### src/hw/rtl/iaxs_pkg.sv
// Shared types and constants for the input axis smoother.
package iaxs_pkg;

  typedef enum logic [1:0] {
    OP_FSTART = 2'd0,
    OP_UPDATE = 2'd1,
    OP_FEND   = 2'd2
  } op_t;

  typedef enum logic [2:0] {
    ST_IDLE,
    ST_MUL,
    ST_ACC,
    ST_DIV,
    ST_SMUL,
    ST_FIN,
    ST_OUT
  } state_t;

  typedef struct packed {
    logic capture;
    logic mul;
    logic acc;
    logic div_step;
    logic smul;
    logic fin;
    logic load_out;
  } cmd_t;

  typedef struct packed {
    op_t  op;
    logic smooth_zero;
    logic div_last;
    logic out_busy;
  } sts_t;

  localparam logic        REG_SMOOTH_TIME = 1'b0;
  localparam logic        REG_MIN_SPEED   = 1'b1;
  localparam logic [15:0] Q15_ONE         = 16'h8000;
  localparam logic [4:0]  DIV_LAST        = 5'd16;

endpackage

### src/hw/rtl/input_axis_smoother_core.sv
// Top level of the input axis smoother: register port, sequencer and datapath.
//
//   channel  direction  handshake          payload
//   in_      input      in_valid/in_ready  op, raw_sample, delta_time, interp_coeff
//   out_     output     out_valid/out_ready axis_value, changed
//   cfg      input      APB psel/penable   smooth_time (0x0), min_speed (0x4)
//
// One transaction at a time: frame start and unused codes run MUL, frame end MUL
// and ACC, an update MUL, ACC, then DIV, SMUL, FIN if smoothing is on, then OUT;
// DIV is the 17-step restoring divider forming the weight dt/(smooth_time+dt).
// Synchronous reset clears the sequencer, config, frame state and out_valid only.
// A stalled result holds in the output register; the next transaction is taken
// meanwhile, and an update waits in its final cycle until the register is free.
module input_axis_smoother_core
  import iaxs_pkg::*;
(
  input  logic               clk,
  input  logic               rst_n,
  input  logic               in_valid,
  output logic               in_ready,
  input  logic        [1:0]  in_op,
  input  logic signed [15:0] in_raw_sample,
  input  logic        [15:0] in_delta_time,
  input  logic        [15:0] in_interp_coeff,
  output logic               out_valid,
  input  logic               out_ready,
  output logic signed [15:0] out_axis_value,
  output logic               out_changed,
  input  logic               psel,
  input  logic               penable,
  input  logic               pwrite,
  input  logic        [2:0]  paddr,
  input  logic        [31:0] pwdata,
  output logic        [31:0] prdata,
  output logic               pready
);

  logic [15:0] smooth_time_r;
  logic [14:0] min_speed_r;
  logic        cfg_wr;
  cmd_t        cmd;
  sts_t        sts;
  state_t      ctrl_st;

  assign pready = 1'b1;
  assign cfg_wr = psel && penable && pwrite && pready;

  always_ff @(posedge clk) begin
    if (!rst_n) begin
      smooth_time_r <= '0;
      min_speed_r   <= '0;
    end else if (cfg_wr) begin
      unique case (paddr[2])
        REG_SMOOTH_TIME: smooth_time_r <= pwdata[15:0];
        REG_MIN_SPEED:   min_speed_r   <= pwdata[14:0];
        default:         smooth_time_r <= smooth_time_r;
      endcase
    end
  end

  always_comb begin
    unique case (paddr[2])
      REG_SMOOTH_TIME: prdata = {16'h0000, smooth_time_r};
      REG_MIN_SPEED:   prdata = {17'h00000, min_speed_r};
      default:         prdata = '0;
    endcase
  end

  iaxs_ctrl u_ctrl (
    .clk      (clk),
    .rst_n    (rst_n),
    .in_valid (in_valid),
    .in_ready (in_ready),
    .sts      (sts),
    .cmd      (cmd),
    .st       (ctrl_st)
  );

  iaxs_dpath u_dpath (
    .clk             (clk),
    .rst_n           (rst_n),
    .cmd             (cmd),
    .sts             (sts),
    .in_op           (in_op),
    .in_raw_sample   (in_raw_sample),
    .in_delta_time   (in_delta_time),
    .in_interp_coeff (in_interp_coeff),
    .smooth_time     (smooth_time_r),
    .min_speed       (min_speed_r),
    .out_valid       (out_valid),
    .out_ready       (out_ready),
    .out_axis_value  (out_axis_value),
    .out_changed     (out_changed)
  );

  a_out_from_seq: assert property (@(posedge clk) disable iff (!rst_n)
    $rose(out_valid) |-> $past(ctrl_st) == ST_OUT)
    else $error("result raised outside the output step");

  a_ready_idle: assert property (@(posedge clk) disable iff (!rst_n)
    in_ready |-> ctrl_st == ST_IDLE)
    else $error("input taken while busy");

  a_fin_to_out: assert property (@(posedge clk) disable iff (!rst_n)
    ctrl_st == ST_FIN |=> ctrl_st == ST_OUT)
    else $error("final step not followed by output step");

  a_cfg_smooth: assert property (@(posedge clk) disable iff (!rst_n)
    (cfg_wr && paddr[2] == REG_SMOOTH_TIME) |=> smooth_time_r == $past(pwdata[15:0]))
    else $error("smooth time register not written");

endmodule

### src/hw/rtl/iaxs_ctrl.sv
// Sequencer for the input axis smoother: issues datapath commands per event.
module iaxs_ctrl
  import iaxs_pkg::*;
(
  input  logic   clk,
  input  logic   rst_n,
  input  logic   in_valid,
  output logic   in_ready,
  input  sts_t   sts,
  output cmd_t   cmd,
  output state_t st
);

  state_t st_r, st_nxt;

  always_ff @(posedge clk) begin
    if (!rst_n) begin
      st_r <= ST_IDLE;
    end else begin
      st_r <= st_nxt;
    end
  end

  always_comb begin
    st_nxt = st_r;
    unique case (st_r)
      ST_IDLE: begin
        if (in_valid) st_nxt = ST_MUL;
      end
      ST_MUL: begin
        if (sts.op == OP_UPDATE || sts.op == OP_FEND) st_nxt = ST_ACC;
        else st_nxt = ST_IDLE;
      end
      ST_ACC: begin
        if (sts.op != OP_UPDATE) st_nxt = ST_IDLE;
        else if (sts.smooth_zero) st_nxt = ST_OUT;
        else st_nxt = ST_DIV;
      end
      ST_DIV: begin
        if (sts.div_last) st_nxt = ST_SMUL;
      end
      ST_SMUL: st_nxt = ST_FIN;
      ST_FIN:  st_nxt = ST_OUT;
      ST_OUT: begin
        if (!sts.out_busy) st_nxt = ST_IDLE;
      end
      default: st_nxt = ST_IDLE;
    endcase
  end

  always_comb begin
    cmd      = '0;
    in_ready = 1'b0;
    unique case (st_r)
      ST_IDLE: begin
        in_ready    = 1'b1;
        cmd.capture = in_valid;
      end
      ST_MUL:  cmd.mul      = 1'b1;
      ST_ACC:  cmd.acc      = 1'b1;
      ST_DIV:  cmd.div_step = 1'b1;
      ST_SMUL: cmd.smul     = 1'b1;
      ST_FIN:  cmd.fin      = 1'b1;
      ST_OUT:  cmd.load_out = !sts.out_busy;
      default: cmd = '0;
    endcase
  end

  assign st = st_r;

endmodule

### src/hw/rtl/iaxs_dpath.sv
// Datapath for the input axis smoother: state, products, divider, output register.
module iaxs_dpath
  import iaxs_pkg::*;
(
  input  logic               clk,
  input  logic               rst_n,
  input  cmd_t               cmd,
  output sts_t               sts,
  input  logic        [1:0]  in_op,
  input  logic signed [15:0] in_raw_sample,
  input  logic        [15:0] in_delta_time,
  input  logic        [15:0] in_interp_coeff,
  input  logic        [15:0] smooth_time,
  input  logic        [14:0] min_speed,
  output logic               out_valid,
  input  logic               out_ready,
  output logic signed [15:0] out_axis_value,
  output logic               out_changed
);

  op_t                op_r;
  logic signed [15:0] raw_in_r;
  logic        [15:0] dt_r;
  logic        [15:0] coeff_r;

  logic signed [15:0] latched_raw_r;
  logic signed [23:0] residual_r;
  logic        [15:0] prior_r;
  logic signed [15:0] cur_r;

  logic signed [33:0] prod_r;
  logic signed [15:0] target_r;
  logic signed [15:0] nv_r;
  logic        [16:0] den_r;
  logic        [16:0] rem_r;
  logic        [16:0] q_r;
  logic        [4:0]  cnt_r;
  logic signed [16:0] dif_r;
  logic               lin_r;
  logic               zero_r;
  logic signed [35:0] prod2_r;

  logic               out_valid_r;
  logic signed [15:0] out_value_r;
  logic               out_changed_r;

  logic signed [17:0] mul_a;
  logic signed [33:0] prod_c;
  logic signed [33:0] prod_rnd;
  logic signed [18:0] term;
  logic signed [24:0] sum25;
  logic signed [23:0] res_sat;
  logic signed [15:0] tgt_sat;
  logic        [16:0] den_c;
  logic        [32:0] num_c;
  logic        [17:0] trial;
  logic               ge;
  logic signed [16:0] dif_c;
  logic        [16:0] mag_c;
  logic signed [17:0] mul2_a;
  logic signed [17:0] mul2_b;
  logic signed [35:0] prod2_c;
  logic signed [35:0] prod2_rnd;
  logic signed [19:0] rnd;
  logic signed [19:0] old20;
  logic signed [19:0] tgt20;
  logic signed [19:0] s20;
  logic signed [19:0] nv20;
  logic signed [15:0] nv_c;

  always_comb begin
    if (op_r == OP_FEND) begin
      mul_a = $signed({2'b00, coeff_r}) - $signed({2'b00, prior_r});
    end else begin
      mul_a = $signed({2'b00, Q15_ONE}) - $signed({2'b00, prior_r});
    end
    prod_c   = mul_a * latched_raw_r;
    prod_rnd = prod_r + 34'sd16384;
    term     = prod_rnd[33:15];
    sum25    = {residual_r[23], residual_r} + {{6{term[18]}}, term};
    if (sum25 > 25'sd8388607) res_sat = 24'sh7FFFFF;
    else if (sum25 < -25'sd8388608) res_sat = 24'sh800000;
    else res_sat = sum25[23:0];
    if (sum25 > 25'sd32767) tgt_sat = 16'sh7FFF;
    else if (sum25 < -25'sd32768) tgt_sat = 16'sh8000;
    else tgt_sat = sum25[15:0];
  end

  always_comb begin
    den_c = {1'b0, smooth_time} + {1'b0, dt_r};
    num_c = {1'b0, dt_r, 16'h0000} + {17'h00000, den_c[16:1]};
    trial = {rem_r, q_r[16]};
    ge    = trial >= {1'b0, den_r};
  end

  always_comb begin
    dif_c   = $signed({target_r[15], target_r}) - $signed({cur_r[15], cur_r});
    mag_c   = dif_c[16] ? 17'(-dif_c) : 17'(dif_c);
    mul2_a  = lin_r ? $signed({3'b000, min_speed}) : $signed({dif_r[16], dif_r});
    mul2_b  = $signed({1'b0, q_r});
    prod2_c = mul2_a * mul2_b;
  end

  always_comb begin
    prod2_rnd = prod2_r + 36'sd32768;
    rnd       = prod2_rnd[35:16];
    old20     = {{4{cur_r[15]}}, cur_r};
    tgt20     = {{4{target_r[15]}}, target_r};
    s20       = old20 + rnd;
    nv20      = tgt20;
    if (zero_r) begin
      nv20 = tgt20;
    end else if (lin_r) begin
      if (!dif_r[16]) begin
        s20  = old20 + rnd;
        nv20 = (s20 > tgt20) ? tgt20 : s20;
      end else begin
        s20  = old20 - rnd;
        nv20 = (s20 < tgt20) ? tgt20 : s20;
      end
    end else begin
      nv20 = s20;
    end
    if (nv20 > 20'sd32767) nv_c = 16'sh7FFF;
    else if (nv20 < -20'sd32768) nv_c = 16'sh8000;
    else nv_c = nv20[15:0];
  end

  always_ff @(posedge clk) begin
    if (!rst_n) begin
      op_r <= OP_FSTART;
    end else if (cmd.capture) begin
      op_r <= op_t'(in_op);
    end
  end

  always_ff @(posedge clk) begin
    if (cmd.capture) begin
      raw_in_r <= in_raw_sample;
      dt_r     <= in_delta_time;
      coeff_r  <= (in_interp_coeff > Q15_ONE) ? Q15_ONE : in_interp_coeff;
    end
  end

  always_ff @(posedge clk) begin
    if (!rst_n) begin
      latched_raw_r <= '0;
      residual_r    <= '0;
      prior_r       <= '0;
      cur_r         <= '0;
    end else begin
      if (cmd.mul && op_r == OP_FSTART) begin
        latched_raw_r <= raw_in_r;
      end
      if (cmd.acc && op_r == OP_FEND) begin
        residual_r <= res_sat;
        prior_r    <= coeff_r;
      end
      if (cmd.acc && op_r == OP_UPDATE) begin
        residual_r <= '0;
        prior_r    <= '0;
      end
      if (cmd.load_out) begin
        cur_r <= nv_r;
      end
    end
  end

  always_ff @(posedge clk) begin
    if (cmd.mul) begin
      prod_r <= prod_c;
    end
    if (cmd.acc) begin
      target_r <= tgt_sat;
      nv_r     <= tgt_sat;
      den_r    <= den_c;
      rem_r    <= {1'b0, num_c[32:17]};
      q_r      <= num_c[16:0];
    end
    if (cmd.div_step) begin
      rem_r  <= ge ? 17'(trial - {1'b0, den_r}) : trial[16:0];
      q_r    <= {q_r[15:0], ge};
      dif_r  <= dif_c;
      lin_r  <= mag_c < {2'b00, min_speed};
      zero_r <= dif_c == 17'sd0;
    end
    if (cmd.smul) begin
      prod2_r <= prod2_c;
    end
    if (cmd.fin) begin
      nv_r <= nv_c;
    end
  end

  always_ff @(posedge clk) begin
    if (!rst_n) begin
      cnt_r <= '0;
    end else if (cmd.acc) begin
      cnt_r <= '0;
    end else if (cmd.div_step) begin
      cnt_r <= cnt_r + 5'd1;
    end
  end

  always_ff @(posedge clk) begin
    if (!rst_n) begin
      out_valid_r <= 1'b0;
    end else if (cmd.load_out) begin
      out_valid_r <= 1'b1;
    end else if (out_ready) begin
      out_valid_r <= 1'b0;
    end
  end

  always_ff @(posedge clk) begin
    if (cmd.load_out) begin
      out_value_r   <= nv_r;
      out_changed_r <= nv_r != cur_r;
    end
  end

  assign sts.op          = op_r;
  assign sts.smooth_zero = smooth_time == 16'h0000;
  assign sts.div_last    = cnt_r == DIV_LAST;
  assign sts.out_busy    = out_valid_r && !out_ready;

  assign out_valid      = out_valid_r;
  assign out_axis_value = out_value_r;
  assign out_changed    = out_changed_r;

endmodule

### config.mk
export PLATFORM = sky130hd
export DESIGN_NAME = input_axis_smoother_core
export DESIGN_NICKNAME = d
export VERILOG_FILES = /design/src/hw/rtl/iaxs_pkg.sv /design/src/hw/rtl/input_axis_smoother_core.sv /design/src/hw/rtl/iaxs_ctrl.sv /design/src/hw/rtl/iaxs_dpath.sv
export SDC_FILE = /design/constraint.sdc
export NUM_CORES = 2
export LEC_CHECK = 0
export ABC_AREA = 1
export BUFFER_PORTS_ARGS = -buffer_cell sky130_fd_sc_hd__buf_2
export CAP_MARGIN = 10
export CORE_MARGIN = 2
export CORE_UTILIZATION = 50
export DETAILED_ROUTE_END_ITERATION = 6
export GPL_ROUTABILITY_DRIVEN = 1
export PLACE_DENSITY_LB_ADDON = 0.05
export SYNTH_ARGS = -nofsm -noshare
export SYNTH_HDL_FRONTEND = slang
export SYNTH_SLANG_ARGS = --single-unit
### constraint.sdc
create_clock -name clk -period 10 [get_ports clk]
set_input_delay 0.5 -clock clk [delete_from_list [all_inputs] [get_ports clk]]
set_output_delay 0.5 -clock clk [all_outputs]
set_load 0.1 [all_outputs]
==> impl_metrics.tcl <==
set metrics [dict create \
    rsz0062_at_grt "no" \
    timing.final.crit_share_pct 90.5 \
    area_share_of_the_largest_cell_type_after_synthesis_pct 27.1 \
    power-per-cell-area_mw_per_mm2 184 \
    crit_slowest_cell "sky130_fd_sc_hd__fa_1" \
    holdWs_ns 0.0561 \
    resized_after_cts 0 \
    count_of_flip_flops_with_a_built_in_enable_after_synthesis 208 \
    drt-total-wl_um 118000 \
    r2r_start "u_dpath.op_r[0]" \
    post-route-min-period_ns 9.05 \
    grtUsageTotal_pct 27.2 \
    drv.max_cap_violation_count 0 \
    min_from "in_raw_sample[12]" \
    crit_start "u_dpath.op_r[0]" \
    postSynth.asyncResetShare_pct 0 \
    fin_util_pct 54.1 \
    drt_first_iter_violations 2194 \
    power.static_leakage_nw 22.7 \
    syn_area_sq_mm 0.0432 \
    clk_transition_reported_paths_ns 0.07 \
    design.die.area_sq_mm 0.0888 \
    die_width_um 298 \
    critPathLaunchType "flop" \
    cts.hold.buffers_added 0 \
    clock_power_share_pct 17.6 \
    crit_required_ns 10.32 \
    route.antenna.remaining_nets 0 \
    drt-vias-per-instance 5.24 \
    ios 144 \
    postCtsSetupRepairBufs 0 \
    worst_max_slew_pin_slew_ns 1.05 \
    setup-tns-final_ns 0 \
    multi_input_area_sq_mm 0.0297 \
    fmaxAchievable_mhz 111 \
    cpMostUsedCell "sky130_fd_sc_hd__nand2_1" \
    cts_tree "done" \
    maxSlewHeadroom_pct 29.6 \
    layout.filler_cells 8309 \
    drive_above_1_share_pct 5.93 \
    synth_warnings 0 \
    sequential_area_share_after_synthesis_pct 19.7 \
    via_count_of_the_first_global_routing_pass 34866 \
    cts-root-buf "sky130_fd_sc_hd__clkbuf_16" \
    dp.cells 6482 \
    avgSynthCellArea_sq_um 8.11 \
    cts.sinks 322 \
    netlist-cell-type-count 64 \
    place_congestion 0.923 \
    worst_r2r_path_depth 40 \
    hold_depth 1 \
    path_class "flop to flop" \
    first_pass_grt_wire_length_um 190000 \
    timing.critical_path.to_type "flop" \
    antenna_found_initial 0 \
    cts.htree.levels 2 \
    clk_path_buf_depth 3 \
    final_max_slew_viol_count 0 \
    p_switching_mw 4.02 \
    setup_viol 0 \
    seqPwrFrac_pct 21.4 \
    routed_wire_length_per_instance_um 18.0 \
    detail_route.first_pass.iterations 5 \
    design.final.nets 6414 \
    timing.clock.skew_ns 0.0422 \
    numCtsBuffers 39 \
    max_stage_delay_ns 0.54 \
    comb_power_share_pct 61.0 \
    flow.area_growth_from_synthesis_pct 6.90 \
    die-height_um 298 \
    detailed_place_hpwl_um 97600 \
    finish.cell_count_without_fillers 6555 \
    drcViolationCount 0 \
    buffer_ports.inserted 108 \
    synth_top_area_cell "sky130_fd_sc_hd__fa_1" \
    maximum_number_of_pins_on_one_net_before_global_route_repair 68 \
    switching_share_pct 47.3 \
    synth_top_flop_cell "sky130_fd_sc_hd__edfxtp_1" \
    worst_ir_drop_vdd_mv 0.268 \
    hp-class "input pin to flop" \
    grt.overflow.total 0 \
    routed-via-count 34351 \
    core_outline_area_sq_mm 0.0854 \
    crit_fanout 14 \
    yosys_register_bits 322 \
    total_power_mw 8.49 \
    core.rowCount 107 \
    cp.arrival_ns 9.37 \
    worstSkewPairLatency_ns 0.61 \
    outcome "completed" \
    hold_violations 0 \
    post_synth_inst_count 5332 \
    yosys-top-cells-area "sky130_fd_sc_hd__fa_1 (27%), sky130_fd_sc_hd__edfxtp_1 (14%), sky130_fd_sc_hd__ha_1 (10%)" \
    start_util_pct 50.6 \
    area.sequential_sq_mm 0.00853 \
    p_int_mw 4.47 \
]
==> Yosys cell counts (38+ instances only) <==
cell                       number
sky130_fd_sc_hd__a21oi_1      346
sky130_fd_sc_hd__clkbuf_1     110
sky130_fd_sc_hd__dfxtp_1      114
sky130_fd_sc_hd__edfxtp_1     208
sky130_fd_sc_hd__fa_1         585
sky130_fd_sc_hd__ha_1         358
sky130_fd_sc_hd__inv_1       1120
sky130_fd_sc_hd__nand2_1      917
sky130_fd_sc_hd__nand3_1      155
sky130_fd_sc_hd__nand4_1       38
sky130_fd_sc_hd__nor2_1       516
sky130_fd_sc_hd__nor3_1        47
sky130_fd_sc_hd__o211ai_1      38
sky130_fd_sc_hd__o21ai_0      263
sky130_fd_sc_hd__xnor2_1       55
sky130_fd_sc_hd__xor2_1       141
==> critical path: cells and delay by family, from the launching register on <==
kind,cells,cell delay [ns]
simple gates,13,1.44
fa+ha+maj,10,4.22
xor+xnor,1,0.15
compound gates,11,2.17
buf+inv,5,0.45
flops,1,0.31
==> cell type report <==
cell class | count | share of cell area (%)
Clock inverter | 21 | 0.569
Inverter | 1155 | 9.38
Multi-Input combinational cell | 3707 | 64.3
Antenna cell | 1 | 0.00542
Sequential cell | 322 | 18.5
Clock buffer | 51 | 2.32
Timing Repair Buffer | 154 | 1.92
Tap cell | 1144 | 3.10
==> cell families (layout without fill, tap and decap cells) <==
logic type	after synthesis	in the layout	share of synthesized area, %
buffers and inverters	1318	1381	11.8
AO/OA/AOI/OAI	778	778	9.97
other	2	18	0.0174
flip-flops	322	322	19.7
XOR/XNOR	197	197	4.01
adder cells (fa/ha/maj)	943	943	37.5
AND/OR/NAND/NOR	1772	1772	17.0
==> through the flow <==
step,setup WS [ns],instance area [sq um]
after floorplan,1.80,43300
after global placement,1.05,44900
after detailed placement,1.00,44900
after CTS,0.942,46200
after global routing,0.247,46200
final,0.951,46200
==> routing by layer <==
layer  wire length [um]  up-vias  GRT usage (%)
li1                   -    16684              -
met1              52000    16677           36.8
met2              55600      816           45.4
met3               5680      174           2.56
met4               4670        0           9.99
met5                  0        -              0
==> power by group through the flow <==
| stage | clock, mW | sequential, mW | combinational [mW] |
|---|---|---|---|
| final | 1.49 | 1.81 | 5.18 |
| after detailed placement | 0 | 1.84 | 5.18 |
| after floorplan | 0 | 1.79 | 3.91 |
| after CTS | 1.53 | 1.81 | 5.22 |
| after global placement | 0 | 1.84 | 5.15 |
| after global routing | 1.57 | 1.83 | 5.96 |
==> final timing paths <==
check | to | slack (ns)
worst max-delay path | u_dpath.prod_r[30] | 0.95
worst min-delay path | u_dpath.raw_in_r[12] | 0.06
worst max register to register | u_dpath.prod_r[30] | 0.95
worst min register to register | u_dpath.prior_r[9] | 0.46
==> placed cells by master (no fill, tap or decap), types with 17 or more instances in the layout <==
master and n:
sky130_fd_sc_hd__clkinv_1 27, sky130_fd_sc_hd__dfxtp_1 114, sky130_fd_sc_hd__ha_1 358, sky130_fd_sc_hd__nor2_1 507
sky130_fd_sc_hd__inv_1 1118, sky130_fd_sc_hd__o21bai_1 20, sky130_fd_sc_hd__o211ai_1 38, sky130_fd_sc_hd__nand3_1 155
sky130_fd_sc_hd__nand4_1 38, sky130_fd_sc_hd__buf_4 46, sky130_fd_sc_hd__o21ai_0 262, sky130_fd_sc_hd__nor3_1 47
sky130_fd_sc_hd__xnor2_1 55, sky130_fd_sc_hd__buf_2 108, sky130_fd_sc_hd__xor2_1 141, sky130_fd_sc_hd__or2_2 23
sky130_fd_sc_hd__nor4_1 18, sky130_fd_sc_hd__conb_1 17, sky130_fd_sc_hd__nand2_2 23, sky130_fd_sc_hd__a21oi_1 346
sky130_fd_sc_hd__edfxtp_1 208, sky130_fd_sc_hd__nand2_1 917, sky130_fd_sc_hd__clkbuf_16 39, sky130_fd_sc_hd__fa_1 585
==> flip-flops by register name, summed over array words and instances (netlist names), 2 cells and up <==
name and cells:
u_dpath.residual_r 24, u_dpath.prod2_r 21, u_dpath.prod_r 20, u_dpath.den_r 17, u_dpath.dif_r 17, u_dpath.q_r 17, u_dpath.rem_r 17, smooth_time_r 16
u_dpath.coeff_r 16, u_dpath.cur_r 16, u_dpath.dt_r 16, u_dpath.latched_raw_r 16, u_dpath.nv_r 16, u_dpath.out_axis_value 16, u_dpath.prior_r 16, u_dpath.raw_in_r 16
u_dpath.target_r 16, min_speed_r 15, u_dpath.cnt_r 5, u_ctrl.st 3, u_dpath.op_r 2
Note: power is estimated with default switching activity, not from simulation.
